[src/sdemit_pkg.sv]
`default_nettype none

package sdemit_pkg;

    localparam int DATA_W             = 32;
    localparam int DIGIT_W            = 4;
    localparam int CHAR_W             = 7;
    localparam int COUNT_W            = 5;
    localparam int WORD_W             = 64;
    localparam int BUF_DEPTH          = 32;
    localparam int BUF_AW             = $clog2(BUF_DEPTH);
    localparam int LEN_W              = BUF_AW + 1;
    localparam int STEP_W             = $clog2(DATA_W);
    localparam int MAX_DIGITS_DEFAULT = 16;

    localparam logic [7:0] CH_PLUS  = 8'd43;
    localparam logic [7:0] CH_MINUS = 8'd45;
    localparam logic [7:0] CH_LOW   = 8'd33;
    localparam logic [7:0] CH_HIGH  = 8'd126;

    localparam logic [1:0] REG_DIGITS_LOW  = 2'd0;
    localparam logic [1:0] REG_DIGITS_HIGH = 2'd1;
    localparam logic [1:0] REG_DIGIT_COUNT = 2'd2;

    typedef struct packed {
        logic                 done;
        logic [DATA_W-1:0]    quotient;
        logic [DIGIT_W-1:0]   remainder;
    } div_result_t;

endpackage

`default_nettype wire

[src/signed_radix_digit_emitter_top.sv]
// channel   direction  signals                          transaction
// input     in         start, busy, value               start high while busy low
// result    out        strobe, character, last          strobe high for one cycle
// config    in         cfg_write, cfg_index, cfg_data   cfg_write high, no wait
//
// a value passes the N alphabet check steps (one character per step, checked for
// range, sign characters and repeats among the characters after it), the bit-serial
// divider once per digit, the sign state, and then per digit a buffer read and the
// output register. an invalid digit count or alphabet emits nothing. the longest
// text is a sign and 32 binary digits; busy is high from the cycle after the
// accept until the last digit leaves the buffer. reset clears the control state
// and the registers; the receiver cannot stall the result strobes.
`default_nettype none

module signed_radix_digit_emitter_top
    import sdemit_pkg::*;
#(
    parameter int MAX_DIGITS_IN_ALPHABET = MAX_DIGITS_DEFAULT
)
(
    input  wire logic                       clk,
    input  wire logic                       rst_n,
    input  wire logic                       start,
    output logic                            busy,
    input  wire logic signed [DATA_W-1:0]   value,
    output logic                            strobe,
    output logic             [CHAR_W-1:0]   character,
    output logic                            last,
    input  wire logic                       cfg_write,
    input  wire logic        [1:0]          cfg_index,
    input  wire logic        [WORD_W-1:0]   cfg_data
);

    typedef enum logic [2:0] {
        S_IDLE,
        S_CHECK,
        S_DIV,
        S_SIGN,
        S_READ,
        S_EMIT
    } state_t;

    function automatic logic [7:0] alpha_char(
        input logic [WORD_W-1:0]  lo,
        input logic [WORD_W-1:0]  hi,
        input logic [DIGIT_W-1:0] k
    );
        logic [WORD_W-1:0] word;
        word = k[DIGIT_W-1] ? hi : lo;
        return word[{k[DIGIT_W-2:0], 3'b000} +: 8];
    endfunction

    logic [WORD_W-1:0]  digits_low_reg;
    logic [WORD_W-1:0]  digits_high_reg;
    logic [COUNT_W-1:0] digit_count_reg;

    state_t             state_reg, state_next;
    logic [COUNT_W-1:0] n_reg, n_next;
    logic [DIGIT_W-1:0] idx_reg, idx_next;
    logic [DATA_W-1:0]  mag_reg, mag_next;
    logic               neg_reg, neg_next;
    logic [LEN_W-1:0]   len_reg, len_next;
    logic [BUF_AW-1:0]  rd_ptr_reg, rd_ptr_next;
    logic               div_start_reg, div_start_next;
    logic               strobe_reg, strobe_next;
    logic [CHAR_W-1:0]  char_reg, char_next;
    logic               last_reg, last_next;

    div_result_t        div_res;
    logic               buf_we;
    logic [DIGIT_W-1:0] rd_digit;
    logic [DATA_W-1:0]  value_u;
    logic [7:0]         cur_char;
    logic [7:0]         out_char;
    logic               dup;
    logic               bad_char;
    logic               count_ok;

    assign value_u  = $unsigned(value);
    assign count_ok = (n_next >= COUNT_W'(2)) &&
                      (n_next <= COUNT_W'(MAX_DIGITS_IN_ALPHABET));
    assign cur_char = alpha_char(digits_low_reg, digits_high_reg, idx_reg);
    assign out_char = alpha_char(digits_low_reg, digits_high_reg, rd_digit);

    always_comb
    begin
        dup = 1'b0;
        for (int j = 0; j < MAX_DIGITS_DEFAULT; j++)
        begin
            if ((COUNT_W'(j) > {1'b0, idx_reg}) && (COUNT_W'(j) < n_reg) &&
                (alpha_char(digits_low_reg, digits_high_reg, DIGIT_W'(j)) == cur_char))
            begin
                dup = 1'b1;
            end
        end
    end

    assign bad_char = (cur_char < CH_LOW) || (cur_char > CH_HIGH) ||
                      (cur_char == CH_PLUS) || (cur_char == CH_MINUS) || dup;

    always_ff @(posedge clk or negedge rst_n)
    begin
        if (!rst_n)
        begin
            digits_low_reg  <= '0;
            digits_high_reg <= '0;
            digit_count_reg <= '0;
        end
        else if (cfg_write)
        begin
            unique case (cfg_index)
                REG_DIGITS_LOW:  digits_low_reg  <= cfg_data;
                REG_DIGITS_HIGH: digits_high_reg <= cfg_data;
                REG_DIGIT_COUNT: digit_count_reg <= cfg_data[COUNT_W-1:0];
                default:         ;
            endcase
        end
    end

    always_comb
    begin
        state_next     = state_reg;
        n_next         = n_reg;
        idx_next       = idx_reg;
        mag_next       = mag_reg;
        neg_next       = neg_reg;
        len_next       = len_reg;
        rd_ptr_next    = rd_ptr_reg;
        div_start_next = 1'b0;
        strobe_next    = 1'b0;
        char_next      = char_reg;
        last_next      = last_reg;

        unique case (state_reg)
            S_IDLE:
            begin
                n_next = digit_count_reg;
                if (start)
                begin
                    neg_next = value_u[DATA_W-1];
                    mag_next = value_u[DATA_W-1] ? (~value_u + 1'b1) : value_u;
                    idx_next = '0;
                    if (count_ok)
                    begin
                        state_next = S_CHECK;
                    end
                end
            end
            S_CHECK:
            begin
                if (bad_char)
                begin
                    state_next = S_IDLE;
                end
                else if ({1'b0, idx_reg} == n_reg - 1'b1)
                begin
                    state_next     = S_DIV;
                    div_start_next = 1'b1;
                    len_next       = '0;
                end
                else
                begin
                    idx_next = idx_reg + 1'b1;
                end
            end
            S_DIV:
            begin
                if (div_res.done)
                begin
                    len_next = len_reg + 1'b1;
                    if (div_res.quotient == '0)
                    begin
                        state_next = S_SIGN;
                    end
                    else
                    begin
                        mag_next       = div_res.quotient;
                        div_start_next = 1'b1;
                    end
                end
            end
            S_SIGN:
            begin
                rd_ptr_next = BUF_AW'(len_reg - 1'b1);
                state_next  = S_READ;
                if (neg_reg)
                begin
                    strobe_next = 1'b1;
                    char_next   = CH_MINUS[CHAR_W-1:0];
                    last_next   = 1'b0;
                end
            end
            S_READ:
            begin
                // buffer read data lands in the next cycle
                state_next = S_EMIT;
            end
            S_EMIT:
            begin
                strobe_next = 1'b1;
                char_next   = out_char[CHAR_W-1:0];
                last_next   = (rd_ptr_reg == '0);
                if (rd_ptr_reg == '0)
                begin
                    state_next = S_IDLE;
                end
                else
                begin
                    rd_ptr_next = rd_ptr_reg - 1'b1;
                    state_next  = S_READ;
                end
            end
            default:
            begin
                state_next = S_IDLE;
            end
        endcase
    end

    always_ff @(posedge clk or negedge rst_n)
    begin
        if (!rst_n)
        begin
            state_reg     <= S_IDLE;
            n_reg         <= '0;
            idx_reg       <= '0;
            neg_reg       <= 1'b0;
            len_reg       <= '0;
            rd_ptr_reg    <= '0;
            div_start_reg <= 1'b0;
            strobe_reg    <= 1'b0;
            last_reg      <= 1'b0;
            char_reg      <= '0;
            mag_reg       <= '0;
        end
        else
        begin
            state_reg     <= state_next;
            n_reg         <= n_next;
            idx_reg       <= idx_next;
            neg_reg       <= neg_next;
            len_reg       <= len_next;
            rd_ptr_reg    <= rd_ptr_next;
            div_start_reg <= div_start_next;
            strobe_reg    <= strobe_next;
            last_reg      <= last_next;
            char_reg      <= char_next;
            mag_reg       <= mag_next;
        end
    end

    assign buf_we = (state_reg == S_DIV) && div_res.done;

    sdemit_div u_div (
        .clk      (clk),
        .rst_n    (rst_n),
        .start    (div_start_reg),
        .dividend (mag_reg),
        .divisor  (n_reg),
        .result   (div_res)
    );

    sdemit_buf u_buf (
        .clk     (clk),
        .wr_en   (buf_we),
        .wr_addr (len_reg[BUF_AW-1:0]),
        .wr_data (div_res.remainder),
        .rd_addr (rd_ptr_reg),
        .rd_data (rd_digit)
    );

    assign busy      = (state_reg != S_IDLE);
    assign strobe    = strobe_reg;
    assign character = char_reg;
    assign last      = last_reg;

endmodule

`default_nettype wire

[src/sdemit_div.sv]
`default_nettype none

module sdemit_div
    import sdemit_pkg::*;
(
    input  wire logic                clk,
    input  wire logic                rst_n,
    input  wire logic                start,
    input  wire logic [DATA_W-1:0]   dividend,
    input  wire logic [COUNT_W-1:0]  divisor,
    output div_result_t              result
);

    logic [DATA_W-1:0]   quo_reg;
    logic [DIGIT_W-1:0]  rem_reg;
    logic [STEP_W-1:0]   step_reg;
    logic                run_reg;
    logic                done_reg;

    logic [COUNT_W-1:0]  trial;
    logic                fits;
    logic [COUNT_W-1:0]  diff;

    // one restoring step per cycle, quotient bits shift in behind the dividend
    assign trial = {rem_reg, quo_reg[DATA_W-1]};
    assign fits  = (trial >= divisor);
    assign diff  = trial - divisor;

    always_ff @(posedge clk or negedge rst_n)
    begin
        if (!rst_n)
        begin
            run_reg  <= 1'b0;
            done_reg <= 1'b0;
            step_reg <= '0;
        end
        else
        begin
            done_reg <= 1'b0;
            if (start)
            begin
                run_reg  <= 1'b1;
                step_reg <= '0;
            end
            else if (run_reg)
            begin
                step_reg <= step_reg + 1'b1;
                if (step_reg == STEP_W'(DATA_W - 1))
                begin
                    run_reg  <= 1'b0;
                    done_reg <= 1'b1;
                end
            end
        end
    end

    always_ff @(posedge clk)
    begin
        if (start)
        begin
            quo_reg <= dividend;
            rem_reg <= '0;
        end
        else if (run_reg)
        begin
            quo_reg <= {quo_reg[DATA_W-2:0], fits};
            rem_reg <= fits ? diff[DIGIT_W-1:0] : trial[DIGIT_W-1:0];
        end
    end

    assign result.done      = done_reg;
    assign result.quotient  = quo_reg;
    assign result.remainder = rem_reg;

endmodule

`default_nettype wire

[src/sdemit_buf.sv]
`default_nettype none

module sdemit_buf
    import sdemit_pkg::*;
(
    input  wire logic                clk,
    input  wire logic                wr_en,
    input  wire logic [BUF_AW-1:0]   wr_addr,
    input  wire logic [DIGIT_W-1:0]  wr_data,
    input  wire logic [BUF_AW-1:0]   rd_addr,
    output logic      [DIGIT_W-1:0]  rd_data
);

    logic [DIGIT_W-1:0] mem [BUF_DEPTH];

    always_ff @(posedge clk)
    begin
        if (wr_en)
        begin
            mem[wr_addr] <= wr_data;
        end
        rd_data <= mem[rd_addr];
    end

endmodule

`default_nettype wire

[config.mk]
export PLATFORM = sky130hd
export DESIGN_NAME = signed_radix_digit_emitter_top
export DESIGN_NICKNAME = d
export VERILOG_FILES = /design/src/sdemit_pkg.sv /design/src/signed_radix_digit_emitter_top.sv /design/src/sdemit_div.sv /design/src/sdemit_buf.sv
export SDC_FILE = /design/constraint.sdc
export NUM_CORES = 1
export LEC_CHECK = 0
export ABC_AREA = 1
export BUFFER_PORTS_ARGS = -buffer_cell sky130_fd_sc_hd__buf_2
export CAP_MARGIN = 10
export CELL_PAD_IN_SITES_DETAIL_PLACEMENT = 0
export CELL_PAD_IN_SITES_GLOBAL_PLACEMENT = 1
export CORE_ASPECT_RATIO = 1.2
export CORE_MARGIN = 2
export CORE_UTILIZATION = 50
export DETAILED_ROUTE_END_ITERATION = 10
export GPL_TIMING_DRIVEN = 0
export PLACE_DENSITY_LB_ADDON = 0.1
export SLEW_MARGIN = 20
export SYNTH_ARGS = -nofsm -noshare
export SYNTH_HDL_FRONTEND = slang
export SYNTH_SLANG_ARGS = --single-unit
[constraint.sdc]
create_clock -name clk -period 4 [get_ports clk]
set_input_delay 0 -clock clk [delete_from_list [all_inputs] [get_ports clk]]
set_output_delay 0 -clock clk [all_outputs]
set_load 0.02 [all_outputs]
==> impl_metrics.yaml <==
yosys:
  synth-edff-count: 160
  async_reset_ff_share_pct: 55.0
  synthCells: 2763
  synthesis.nets: 2884
  ys_types: 46
  synth_compound_area_share_pct: 14.0
  synthMuxAreaShare_pct: 0
  synth_top_area_cell: "dfrtp_1"
  seq_area_frac_synth_pct: 48.0
  synth_top_family_by_area: "simple AND/OR/NAND/NOR gates"
  synth.area.top_cells: "dfrtp_1 24%, edfxtp_1 23%, nand2_1 14%, o21ai_0 8.2%, nand3_1 5.0%"
  syn-cell-area_um2: 21000
  synthAdderAreaFrac_pct: 1.17
  yosys.area_share.simple_pct: 26.3
  yosys_warnings: 0
  postSynthAreaPerCell_um2: 7.62
  synth_ff_type: "dfrtp_1"
  synth_xor_area_share_pct: 2.33
  synth_top_area_share_pct: 24.4
  synth_seq_cells: 373
detailed_routing:
  ant_nets: 0
  routedWlPerCell_um: 23.5
  via_per_inst: 5.85
  drt_iter0_markers: 2714
  drt-pass1-iter-count: 6
  via_count: 21000
  routed_wl_um: 84600
  drc: 0
setup_path:
  crit_required_ns: 4.44
  critPathBufInv: 5
  cp_top_family: "simple AND/OR/NAND/NOR gates"
  worst-r2r-setup-slack_ns: 0.10
  critPathLaunchType: "flop"
  worst_path_most_repeated_cell: "nand2_1"
  worst_setup_path_end_kind: "flop"
  path_max_fanout: 10
  cp_cell_sequence: "clkbuf_4, inv_4, buf_4, nand3_1, nand2_1, nand2_1, nand2_1, nand2_2, nand2_2, buf_6, nand2_1, nand2_1, nor2_1, nand3_1, nor2_1, nor2_1, nand2_1, nor2_4, nand2_1, nand2_1, buf_6, nand2_2, nand2_1, nand2_1"
  critical-path-max-stage-delay_ns: 0.38
  cp_slowest_cell: "dfrtp_1"
  crit_type: "reg2reg"
  arrival_ns: 4.34
placement:
  io_buffers: 110
  dpl-instance-area_um2: 22400
  dp_hpwl_um: 59800
  routabilityCongestion: 1.04
  pre_cts_ws_ns: -0.139
power_and_ir_drop:
  power_density_nw_per_um2: 389
  intPower_uw: 6710
  pwr-share-seq_pct: 46.5
  p_total_uw: 9610
  pwr-share-comb_pct: 16.4
  power.switching_uw: 2900
  peakVddDrop_uv: 368
  netSwitchingFraction_pct: 30.1
  pwr-share-clk_pct: 37.1
  leakage_uw: 0.0112
grt:
  grt_pass1_wl_um: 125000
  antenna_found_initial: 3
  track_usage_pct: 38.8
  grt_pass1_vias: 20200
  grt_overflow: 0
  grt_max_degree: 93
sta:
  slew_viol_final: 0
  rsz0062_at_grt: "false"
  hold_slack_ns: 0.00814
  worst_slew_pin_slew_ns: 1.08
  setup_viol: 0
  period_minus_slack_ns: 3.90
  min_period_over_period_pct: 97.4
  skew_ns: 0.0216
  layout_setup_ws_ns: 0.103
  slew_headroom_pct: 27.8
  max_freq_ghz: 0.257
  hold_violations: 0
clock_tree:
  cts.htree.levels: 2
  cts_buffer_depth: 3
  post_cts_buffers: 0
  cts_buffers: 38
  clockRootBuffer: "clkbuf_16"
  cts.clk_slew.worst_paths_ns: 0.06
  clock_latency_ns: 0.58
  clkSinkCount: 373
  cts_tree: "yes"
layout:
  design_area_um2: 24700
  final_nets: 3142
  largest_reg_flops: 128
  antenna_cells: 0
  final_util_pct: 59.3
  drive_gt1_share_pct: 8.33
  num-fill-cells: 3825
  area_growth_pct: 17.4
die:
  fp.dieW_um: 191
  start_util_pct: 50.5
  ioPinCount: 112
  fp-row-count: 82
  die_h_um: 229
  core_area_um2: 41700
  die-area_um2: 43800
outcome:
  outcome: "complete, no violations"
min_path:
  hp-class: "in2reg"
run:
  maxCapViolCount: 0
==> area by class of cell <==
type,count,area [um^2],share of cell area (%)
timing repair buffer,218,1700,6.87
buffer,144,689,2.79
clock inverter,17,189,0.765
inverter,282,1060,4.30
multi-input combinational,1964,9250,37.4
clock buffer,53,1040,4.20
tap,546,683,2.76
sequential,373,10100,40.9
==> worst min-delay path, stage by stage <==
cell,delay [ns]
buf_2,0.11
inv_1,0.06
o21ai_0,0.11
o21ai_0,0.16
o21ai_0,0.09
==> power by group through the flow <==
stage	sequential, uW	combinational (uW)	clock (uW)
3_5_place_dp	4520	1430	0
4_1_cts	4450	1520	3580
6_report	4470	1570	3560
3_3_place_gp	4520	1400	0
2_1_floorplan	4400	935	0
5_1_grt	4490	1730	3740
==> what timing repair did <==
action / CTS / global route
hold buffers: 105 / 0
hold endpoints to repair: 374 / 0
resized for setup: 4 / 14
endpoints found under the setup margin: 9 / 10
==> routing by layer <==
metal | vias up | share of wire, % | routed length, um | global-route usage, %
li1 | 9593 | - | - | -
met1 | 10000 | 41 | 34600 | 54.0
met2 | 1207 | 44 | 36900 | 58.6
met3 | 208 | 11 | 9190 | 8.55
met4 | 2 | 4.5 | 3840 | 15.6
met5 | - | 0.015 | 13 | 0
==> cell usage in the layout, fill, tap and decap left out, drive strengths merged, types with 18 or more instances in the layout <==
cell | netlist | layout
nand2 | 827 | 827
o21ai | 350 | 350
inv | 279 | 280
nor2 | 277 | 277
nand3 | 212 | 212
dfrtp | 205 | 205
edfxtp | 160 | 160
clkbuf | 106 | 160
buf | 38 | 151
dlygate4sd3 | 0 | 104
a21oi | 80 | 80
o221ai | 33 | 33
xor2 | 32 | 32
o211ai | 28 | 28
xnor2 | 24 | 24
ha | 18 | 18
==> synth_stat cells (all sizes together), types with 8 or more instances <==
library cell / number
xor2: 32
o21ai: 350
clkbuf: 106
a31oi: 9
o211ai: 28
a21oi: 80
nor4: 11
edfxtp: 160
nand3: 212
o22ai: 11
ha: 18
nand4: 8
buf: 38
dfxtp: 8
xnor2: 24
o221ai: 33
nor2: 277
dfrtp: 205
nor3: 14
nand2: 827
inv: 279
==> path summary, 6_finish.rpt <==
path,startpoint,endpoint,depth (start not counted)
max,idx_reg[0],idx_reg[3],24
max in group asynchronous,rst_n,mag_reg[12],4
min,value[1],mag_reg[1],5
max reg2reg,idx_reg[0],idx_reg[3],24
min in group asynchronous,rst_n,digits_high_reg[32],4
min reg2reg,mag_reg[2],mag_reg[2],2
==> cells by family (layout without fill, tap and decap cells) <==
logic type	Yosys count	count (layout)
buffers and inverters	426	714
XOR/XNOR	56	56
AO/OA/AOI/OAI	531	531
AND/OR/NAND/NOR	1358	1358
adder cells (fa/ha/maj)	19	19
flip-flops	373	373
==> per-stage QoR <==
stage          setup TNS [ns]  cells
2_1_floorplan               0   2763
3_3_place_gp           -91.37   3419
3_5_place_dp           -0.529   3422
4_1_cts                     0   3597
5_1_grt                     0   3597
6_report                    0   3597
(Power assumes the default switching activity.)
